===== config.mk =====
export PLATFORM = sky130hd
export DESIGN_NAME = marker_delimited_frame_buffer
export DESIGN_NICKNAME = d
export VERILOG_FILES = /design/src/design/mdfb_pkg.sv /design/src/design/marker_delimited_frame_buffer.sv /design/src/design/mdfb_store.sv /design/src/design/mdfb_ctrl.sv
export SDC_FILE = /design/constraint.sdc
export NUM_CORES = 1
export LEC_CHECK = 0
export ABC_AREA = 1
export BUFFER_PORTS_ARGS = -buffer_cell sky130_fd_sc_hd__buf_2
export CAP_MARGIN = 5
export CORE_ASPECT_RATIO = 0.5
export CORE_MARGIN = 5
export CORE_UTILIZATION = 60
export DETAILED_ROUTE_END_ITERATION = 10
export GPL_ROUTABILITY_DRIVEN = 0
export PLACE_DENSITY = 0.78
export SYNTH_ARGS = -nofsm -noshare
export SYNTH_HDL_FRONTEND = slang
export SYNTH_SLANG_ARGS = --single-unit

===== constraint.sdc =====
create_clock -name clk_i -period 5.61 [get_ports clk_i]
set_input_delay 1.683 -clock clk_i [delete_from_list [all_inputs] [get_ports clk_i]]
set_output_delay 1.683 -clock clk_i [all_outputs]
set_load 0.02 [all_outputs]

===== src/design/mdfb_pkg.sv =====
// Shared types and constants of the marker-delimited frame buffer.
// No dependencies; used by the controller and the top level.
package mdfb_pkg;

  localparam int unsigned ByteW = 8;
  localparam int unsigned DataW = 32;
  localparam int unsigned AddrW = 3;

  // Register indexes, taken from paddr[2]
  localparam logic REG_OPEN_MARK  = 1'b0;
  localparam logic REG_CLOSE_MARK = 1'b1;

  localparam logic [ByteW-1:0] OPEN_MARK_RST  = 8'h02;
  localparam logic [ByteW-1:0] CLOSE_MARK_RST = 8'h03;

  typedef struct packed {
    logic [ByteW-1:0] open_mark;
    logic [ByteW-1:0] close_mark;
  } cfg_t;

endpackage


===== src/design/marker_delimited_frame_buffer.sv =====
// Marker-delimited frame buffer (start/end marker deframer). Each received
// byte is one input item: it is compared against the two marker registers
// and, inside a frame, written to the frame store until FRAME_BYTES are held
// (later bytes are dropped and flag the frame as truncated). A closing
// marker, or an opening marker inside a frame, starts a replay of the n
// stored bytes, one result item per byte in arrival order with the last one
// marked, or a single item without a byte for an empty frame. Each result is
// read through the store's registered read port into the output register; a
// new read is issued only after the previous one has reached that register,
// and no byte is accepted until the replay's last read or empty item issues.
// The store needs no clearing after reset. Marker registers sit at APB
// addresses 0 and 4. Depends on mdfb_pkg, mdfb_ctrl and mdfb_store.
module marker_delimited_frame_buffer #(
  parameter int unsigned FRAME_BYTES = 64
) (
  input  logic                        clk_i,
  input  logic                        rst_ni,
  input  logic                        psel,
  input  logic                        penable,
  input  logic                        pwrite,
  input  logic [mdfb_pkg::AddrW-1:0]  paddr,
  input  logic [mdfb_pkg::DataW-1:0]  pwdata,
  output logic [mdfb_pkg::DataW-1:0]  prdata,
  output logic                        pready,
  input  logic                        in_valid_i,
  output logic                        in_ready_o,
  input  logic [7:0]                  rx_byte_i,
  output logic                        out_valid_o,
  input  logic                        out_ready_i,
  output logic [7:0]                  frame_byte_o,
  output logic                        has_byte_o,
  output logic                        last_of_frame_o,
  output logic                        truncated_o,
  output logic                        closed_by_start_o
);

  localparam int unsigned AW = (FRAME_BYTES > 1) ? $clog2(FRAME_BYTES) : 1;

  mdfb_pkg::cfg_t cfg_q;
  logic           wr_en;
  logic           reg_sel;

  logic          mem_we;
  logic [AW-1:0] mem_waddr;
  logic [7:0]    mem_wdata;
  logic          mem_re;
  logic [AW-1:0] mem_raddr;
  logic [7:0]    mem_rdata;

  assign pready  = 1'b1;
  assign wr_en   = psel && penable && pwrite && pready;
  assign reg_sel = paddr[2];

  always_ff @(posedge clk_i or negedge rst_ni) begin
    if (!rst_ni) begin
      cfg_q.open_mark  <= mdfb_pkg::OPEN_MARK_RST;
      cfg_q.close_mark <= mdfb_pkg::CLOSE_MARK_RST;
    end else if (wr_en) begin
      case (reg_sel)
        mdfb_pkg::REG_OPEN_MARK:  cfg_q.open_mark  <= pwdata[7:0];
        mdfb_pkg::REG_CLOSE_MARK: cfg_q.close_mark <= pwdata[7:0];
        default: ;
      endcase
    end
  end

  always_comb begin
    case (reg_sel)
      mdfb_pkg::REG_OPEN_MARK:  prdata = {24'h0, cfg_q.open_mark};
      mdfb_pkg::REG_CLOSE_MARK: prdata = {24'h0, cfg_q.close_mark};
      default:                  prdata = '0;
    endcase
  end

  mdfb_ctrl #(
    .FRAME_BYTES(FRAME_BYTES)
  ) u_ctrl (
    .clk_i            (clk_i),
    .rst_ni           (rst_ni),
    .cfg_i            (cfg_q),
    .in_valid_i       (in_valid_i),
    .in_ready_o       (in_ready_o),
    .rx_byte_i        (rx_byte_i),
    .mem_we_o         (mem_we),
    .mem_waddr_o      (mem_waddr),
    .mem_wdata_o      (mem_wdata),
    .mem_re_o         (mem_re),
    .mem_raddr_o      (mem_raddr),
    .mem_rdata_i      (mem_rdata),
    .out_valid_o      (out_valid_o),
    .out_ready_i      (out_ready_i),
    .frame_byte_o     (frame_byte_o),
    .has_byte_o       (has_byte_o),
    .last_of_frame_o  (last_of_frame_o),
    .truncated_o      (truncated_o),
    .closed_by_start_o(closed_by_start_o)
  );

  mdfb_store #(
    .DEPTH(FRAME_BYTES)
  ) u_store (
    .clk_i  (clk_i),
    .we_i   (mem_we),
    .waddr_i(mem_waddr),
    .wdata_i(mem_wdata),
    .re_i   (mem_re),
    .raddr_i(mem_raddr),
    .rdata_o(mem_rdata)
  );

endmodule


===== src/design/mdfb_store.sv =====
// Frame byte store: one write port, one read port, registered read data.
// Depends on nothing; instantiated by marker_delimited_frame_buffer.
module mdfb_store #(
  parameter int unsigned DEPTH = 64
) (
  input  logic                                  clk_i,
  input  logic                                  we_i,
  input  logic [((DEPTH > 1) ? $clog2(DEPTH) : 1)-1:0] waddr_i,
  input  logic [7:0]                            wdata_i,
  input  logic                                  re_i,
  input  logic [((DEPTH > 1) ? $clog2(DEPTH) : 1)-1:0] raddr_i,
  output logic [7:0]                            rdata_o
);

  logic [7:0] mem [DEPTH];
  logic [7:0] rdata_q;

  always_ff @(posedge clk_i) begin
    if (we_i) begin
      mem[waddr_i] <= wdata_i;
    end
  end

  always_ff @(posedge clk_i) begin
    if (re_i) begin
      rdata_q <= mem[raddr_i];
    end
  end

  assign rdata_o = rdata_q;

endmodule


===== src/design/mdfb_ctrl.sv =====
// Deframing controller: marker detection, fill of the store, frame replay
// and the output register. Depends on mdfb_pkg; drives mdfb_store.
module mdfb_ctrl #(
  parameter int unsigned FRAME_BYTES = 64
) (
  input  logic                clk_i,
  input  logic                rst_ni,
  input  mdfb_pkg::cfg_t      cfg_i,
  input  logic                in_valid_i,
  output logic                in_ready_o,
  input  logic [7:0]          rx_byte_i,
  output logic                mem_we_o,
  output logic [((FRAME_BYTES > 1) ? $clog2(FRAME_BYTES) : 1)-1:0] mem_waddr_o,
  output logic [7:0]          mem_wdata_o,
  output logic                mem_re_o,
  output logic [((FRAME_BYTES > 1) ? $clog2(FRAME_BYTES) : 1)-1:0] mem_raddr_o,
  input  logic [7:0]          mem_rdata_i,
  output logic                out_valid_o,
  input  logic                out_ready_i,
  output logic [7:0]          frame_byte_o,
  output logic                has_byte_o,
  output logic                last_of_frame_o,
  output logic                truncated_o,
  output logic                closed_by_start_o
);

  localparam int unsigned AW = (FRAME_BYTES > 1) ? $clog2(FRAME_BYTES) : 1;
  localparam int unsigned CW = $clog2(FRAME_BYTES + 1);
  localparam logic [CW-1:0] Limit = CW'(FRAME_BYTES);

  typedef enum logic {
    S_COLLECT,
    S_REPLAY
  } state_e;

  state_e        state_q;
  logic          in_frame_q;
  logic [CW-1:0] fill_q;
  logic          ovf_q;
  logic [CW-1:0] n_q;
  logic [CW-1:0] k_q;
  logic          trunc_q;
  logic          by_start_q;
  logic          pend_q;
  logic          pend_last_q;
  logic          out_valid_q;
  logic [7:0]    frame_byte_q;
  logic          has_byte_q;
  logic          last_q;
  logic          trunc_out_q;
  logic          by_start_out_q;

  logic accept;
  logic is_start;
  logic is_end;
  logic out_free;
  logic can_go;
  logic issue;
  logic issue_last;

  assign accept     = in_valid_i && (state_q == S_COLLECT);
  assign is_start   = (rx_byte_i == cfg_i.open_mark);
  assign is_end     = (rx_byte_i == cfg_i.close_mark);
  // Next read only when the output register is sure to be free on its return
  assign out_free   = !out_valid_q || out_ready_i;
  assign can_go     = (state_q == S_REPLAY) && !pend_q && out_free;
  assign issue      = can_go && (n_q != '0);
  assign issue_last = ((k_q + CW'(1)) == n_q);

  assign in_ready_o  = (state_q == S_COLLECT);
  assign mem_we_o    = accept && in_frame_q && !is_start && !is_end && (fill_q < Limit);
  assign mem_waddr_o = fill_q[AW-1:0];
  assign mem_wdata_o = rx_byte_i;
  assign mem_re_o    = issue;
  assign mem_raddr_o = k_q[AW-1:0];

  always_ff @(posedge clk_i or negedge rst_ni) begin
    if (!rst_ni) begin
      state_q        <= S_COLLECT;
      in_frame_q     <= 1'b0;
      fill_q         <= '0;
      ovf_q          <= 1'b0;
      n_q            <= '0;
      k_q            <= '0;
      trunc_q        <= 1'b0;
      by_start_q     <= 1'b0;
      pend_q         <= 1'b0;
      pend_last_q    <= 1'b0;
      out_valid_q    <= 1'b0;
      frame_byte_q   <= '0;
      has_byte_q     <= 1'b0;
      last_q         <= 1'b0;
      trunc_out_q    <= 1'b0;
      by_start_out_q <= 1'b0;
    end else begin
      // byte side
      if (accept) begin
        if (!in_frame_q) begin
          if (is_start) begin
            in_frame_q <= 1'b1;
            fill_q     <= '0;
            ovf_q      <= 1'b0;
          end
        end else if (is_end || is_start) begin
          // end marker wins when both markers match
          n_q        <= fill_q;
          k_q        <= '0;
          trunc_q    <= ovf_q;
          by_start_q <= !is_end;
          in_frame_q <= !is_end;
          fill_q     <= '0;
          ovf_q      <= 1'b0;
          state_q    <= S_REPLAY;
        end else if (fill_q < Limit) begin
          fill_q <= fill_q + CW'(1);
        end else begin
          ovf_q <= 1'b1;
        end
      end

      // replay side
      pend_q <= issue;
      if (issue) begin
        pend_last_q <= issue_last;
        k_q         <= k_q + CW'(1);
        if (issue_last) begin
          state_q <= S_COLLECT;
        end
      end

      // output register
      if (can_go && (n_q == '0)) begin
        out_valid_q    <= 1'b1;
        frame_byte_q   <= '0;
        has_byte_q     <= 1'b0;
        last_q         <= 1'b1;
        trunc_out_q    <= trunc_q;
        by_start_out_q <= by_start_q;
        state_q        <= S_COLLECT;
      end else if (pend_q) begin
        out_valid_q    <= 1'b1;
        frame_byte_q   <= mem_rdata_i;
        has_byte_q     <= 1'b1;
        last_q         <= pend_last_q;
        trunc_out_q    <= trunc_q;
        by_start_out_q <= by_start_q;
      end else if (out_ready_i) begin
        out_valid_q <= 1'b0;
      end
    end
  end

  assign out_valid_o       = out_valid_q;
  assign frame_byte_o      = frame_byte_q;
  assign has_byte_o        = has_byte_q;
  assign last_of_frame_o   = last_q;
  assign truncated_o       = trunc_out_q;
  assign closed_by_start_o = by_start_out_q;

endmodule


---- Word-level counts from Yosys, hierarchy flattened ----
Memories as Yosys holds them, arrays and structs flattened. A register that Yosys moved wholly into a read port is not among the register bits.
Cells that the tools add are included.
cells by class
  multiplexer cells ....................... 37
  magnitude comparators ................... 1
  bitwise logic cells ..................... 2
  eq/ne operators ......................... 5
  reduce and logical (&&, ||, !) cells .... 31
  add/sub/neg operators ................... 2
operator list
  cell                                                           number
  32-bit case mux with 2 select lines                            1
  7-bit two-way mux                                              8
  1-bit two-way mux                                              26
  8-bit == test                                                  2
  8-bit two-way mux                                              2
  7-bit by 1-bit adder with 7-bit output, second input constant  2
  3-bit AND reduction                                            4
  1-bit logical AND                                              11
  2-bit nonzero test                                             5
  7-bit == test                                                  1
  7-bit zero test                                                1
  7-bit less-than comparator, second input constant              1
  7-bit nonzero test                                             1
  3-bit inequality test, second input constant                   2
  1-bit zero test                                                4
  2-bit AND reduction                                            2
  3-bit nonzero test                                             1
  1-bit logical OR                                               2
  1-bit inverter                                                 2
word-level totals
  bits in writable memories ............... 512
  input port bits ......................... 50
  memories ................................ 1
  register bits ........................... 57
  logic and storage cells ................. 97
memories
  memory       words  bits a word  rd ports  clocked after Yosys merged registers in  wr ports  RTL line          RTL
  u_store.mem  64     8            1         1                                        1         mdfb_store.sv:15  logic [7:0] mem [DEPTH];

---- Logic depth before layout (Yosys ltp) ----
  word-level depth ........................ 8
  depth in mapped cells ................... 13

---- Modules after synthesis ----
From an unflattened synthesis, not the netlist that was laid out.
unflattened totals
  cells, all modules ...................... 2,249
  area total of the unflattened synthesis .. 24,887.6 µm²
modules (own cells, without submodules)
  module                         seq. area each (µm²)  times used  area an instance (µm²)  cells each
  mdfb_store                     15,615.0              1           21,419.3                1,805
  mdfb_ctrl                      1,026.0               1           2,514.9                 319
  marker_delimited_frame_buffer  404.1                 1           953.4                   125

---- Worst setup path before layout ----
OpenSTA, ideal clock, no wires.
  kind .................................... input to output
  from .................................... input paddr[2] in the netlist's numbering
  to ...................................... output prdata[1] in the netlist's numbering
  path buffers ............................ 1
  arrival time ............................ 2.365 ns
  slack ................................... 1.562 ns
  required time ........................... 3.927 ns
  stages .................................. 2
  path through ............................ clkbuf_1 o21ai_0
on the way
  longest elaborated chain between the ends .. 2
ends and longest elaborated chain
  element                                RTL line                             RTL
  from (decl)                            marker_delimited_frame_buffer.sv:21  input logic [mdfb_pkg::AddrW-1:0] paddr,
  1-bit inverter (no line)               n/a
  32-bit case mux with 2 select lines *  marker_delimited_frame_buffer.sv:68  case (reg_sel)
  to (decl)                              marker_delimited_frame_buffer.sv:23  output logic [mdfb_pkg::DataW-1:0] prdata,
Every way passes the cells marked *; elsewhere a longest branch is shown, timed or not. The select of a mux whose other input is x is not followed.

---- Final worst setup path ----
  from .................................... input paddr[2] in the netlist's numbering
  to ...................................... output prdata[6] in the netlist's numbering
The elaborated chain is that of the path after synthesis.

==> reports/metrics.cfg <==
[floorplanning]
start_util_pct = 61.0
die_area_um2 = 45700
die_y_um = 154
rows = 52
ios = 97
core_um2 = 40600
die_w_um = 297

[clock_tree]
cts_max_path_buffers = 3
cts_max_level = 2
cts_resized = 0
clock_latency_ns = 0.58
clock_sinks = 577
cts_setup_buffers = 0
cts-root-buf = clkbuf_16
cts_hold_buf = 0
path_clk_slew_ns = 0.06
cts_made_buffers = 50
cts_tree = built

[run]
maxCapViolCount = 0

[routing]
drt-vias-per-instance = 5.85
first_pass_iters = 8
wl_mm = 58.0
drtAntennaViolNets = 0
vias = 16400
drt-initial-drc-count = 2069
drt-wirelength-per-cell_um = 20.7
drc_errors = 0

[logic_synthesis]
syn_area_per_cell_um2 = 11.1
synth-seq-cells = 577
ys_seq_area_share_pct = 68.8
synthesis.area_um2 = 24800
synth_flop_cell = edfxtp_1
yosys_warnings = 0
synth_cell_types = 37
netlist_instances = 2238
synthArstFlopShare_pct = 9.88
synth_edf_count = 520

[critical_path]
cp.arrival_ns = 2.41
r2r-start = u_ctrl.k_q[0]$_DFFE_PN0P_
crit_type = primary input to primary output
worstRegToRegCells = 9
worst-path-max-fanout = 14
rr_endpoint = u_store.rdata_o[0]$_DFFE_PP_
critPathMaxStageDelay_ns = 0.23
reg2reg_setup_slack_ns = 2.29
worstPathCellList = buf_2 > inv_1 > o21ai_0 > buf_2
cp.required_ns = 3.93
startpoint_type = primary input
worstSetupEndpointType = primary output
crit_slowest_cell = buf_2
cpMostUsedCell = buf_2

[grt]
antenna_found_initial = 0
overflow = 0
grt_pass1_vias = 15700
grt_max_degree = 105
grt_pass1_wl_mm = 87.9
grtUsageTotal_pct = 25.0

[status]
status = finished clean

[timing]
finalHoldWorstSlack_ns = 0.474
hold_viol_final = 0
fmax_mhz = 244
relSlewSlack_pct = 21.2
setup_viol = 0
fin_skew_ns = 0.0182
fin_ws_ns = 1.52
final_max_slew_viol_count = 0
period_share_pct = 72.9
worst_pin_slew_ns = 1.18
rsz0062_at_grt = no
min_period_ns = 4.09
tns_ns = 0

[final_layout]
diodes = 0
seq_area_um2 = 17100
multi_input_area_um2 = 6260
drive_above_1_share_pct = 7.93
instances_no_fill = 2810
area_growth_pct = 7.72
num-fill-cells = 2892
nets = 2287

[min_path]
hold_class = flip-flop to flip-flop
holdPathEnd = u_ctrl.has_byte_o$_DFFE_PN0P_
hold_depth = 2
min_from = u_ctrl.has_byte_o$_DFFE_PN0P_

[placement]
placement.io_buffers = 45
place_ws_ns = 1.19
dpl.hpwl_mm = 33.7
dp_cells = 2723

[power]
design_power_total_mw = 11.7
peakVddDrop_uv = 311
p_leak_nw = 10.0
p_per_area_nw_per_um2 = 438

==> how the worst max path moves through the flow <==
stage,startpoint,to,slack (ns),cells after the start
floorplan,paddr[2],prdata[1],1.56,2
global placement,rx_byte_i[6],u_store.mem[22][3]$_DFFE_PP_,1.29,9
detailed placement,rx_byte_i[6],u_store.mem[22][3]$_DFFE_PP_,1.19,9
CTS,paddr[2],prdata[6],1.52,4
global route,paddr[2],prdata[6],1.46,4
finish,paddr[2],prdata[6],1.52,4
==> registers in the layout, indices dropped and copies added, names as in the netlist <==
| name | flops |
|---|---|
| u_ctrl.by_start_q | 1 |
| u_ctrl.pend_last_q | 1 |
| u_ctrl.last_of_frame_o | 1 |
| u_store.rdata_o | 8 |
| cfg_q | 16 |
| u_ctrl.n_q | 7 |
| u_ctrl.k_q | 7 |
| u_ctrl.state_q | 1 |
| u_ctrl.truncated_o | 1 |
| u_store.mem | 512 |
| u_ctrl.in_frame_q | 1 |
| u_ctrl.has_byte_o | 1 |
| u_ctrl.closed_by_start_o | 1 |
| u_ctrl.ovf_q | 1 |
| u_ctrl.out_valid_o | 1 |
| u_ctrl.pend_q | 1 |
| u_ctrl.trunc_q | 1 |
| u_ctrl.fill_q | 7 |
| u_ctrl.frame_byte_o | 8 |
==> cells in the final DEF (no fill, tap or decap), types with 3 or more instances in the layout <==
master,instances
o211ai_1,71
buf_2,45
nand4_4,4
nand2_1,445
dfstp_2,3
or2_2,16
inv_2,7
nand3_1,307
buf_4,20
clkinv_2,6
nand2_2,3
clkinv_1,9
nor3_1,4
bufinv_16,5
a22o_1,8
xor2_1,4
dfrtp_1,51
inv_1,170
o21ai_0,139
o21ai_1,9
clkbuf_16,51
conb_1,25
clkinvlp_4,4
nor2_1,297
clkbuf_1,10
nand3_2,4
edfxtp_1,520
xnor2_1,11
==> per-stage QoR <==
| step | cell area [um2] | util [%] |
|---|---|---|
| 2_1_floorplan | 24900 | - |
| 3_3_place_gp | 25100 | 61.8 |
| 3_5_place_dp | 25100 | 61.8 |
| 4_1_cts | 26700 | 65.7 |
| 5_1_grt | 26700 | 65.7 |
| 6_report | 26700 | 65.7 |
==> worst max-delay path: cells and delay by family <==
kind / cells / cell delay, ns
buf+inv: 3 / 0.56
compound gates: 1 / 0.17
==> synth_stat cells (all sizes together), types with 11 or more instances <==
cell    instances  area share (%)
or2            16            0.40
o21ai         148             3.0
nand2         448             6.8
dfrtp          54             5.5
nand3         311             6.4
xnor2          11            0.39
clkbuf         30            0.45
o211ai         72             2.2
buf           115             3.1
nor2          298             4.6
edfxtp        520              63
inv           179             2.7
==> where the power goes <==
part | internal, mW | switching, mW
combinational | 0.912 | 2.38
clock | 1.92 | 1.47
sequential | 4.82 | 0.203
total | 7.65 | 4.05
==> routing by layer <==
metal | track usage (%) | share of wire (%) | routed length [um]
met5 | 0 | 0 | 0
met4 | 7.93 | 3.3 | 1910
met3 | 7.47 | 13 | 7540
met2 | 38.9 | 45 | 26000
met1 | 34.5 | 39 | 22600
==> final cells by class <==
class / count / area share [%]
sequential: 577 / 63.9
multi-input combinational: 1359 / 23.5
clock buffer: 63 / 5.03
inverter: 180 / 2.56
tap: 540 / 2.53
timing repair buffer: 67 / 1.56
clock inverter: 24 / 0.933
==> cells by family (layout without fill, tap and decap cells) <==
| logic type | after synthesis | after routing | share of synthesized area, % |
|---|---|---|---|
| xor gates and xnor gates | 15 | 15 | 0.530 |
| AOI/OAI and AO/OA | 232 | 232 | 5.58 |
| other | 2 | 25 | 0.0303 |
| DFF | 577 | 577 | 68.8 |
| and+or+nand+nor | 1085 | 1085 | 18.7 |
| adders and majority gates | 2 | 2 | 0.101 |
| buffers and inverters | 325 | 334 | 6.24 |
No activity file was read; power rests on OpenSTA's default activity.
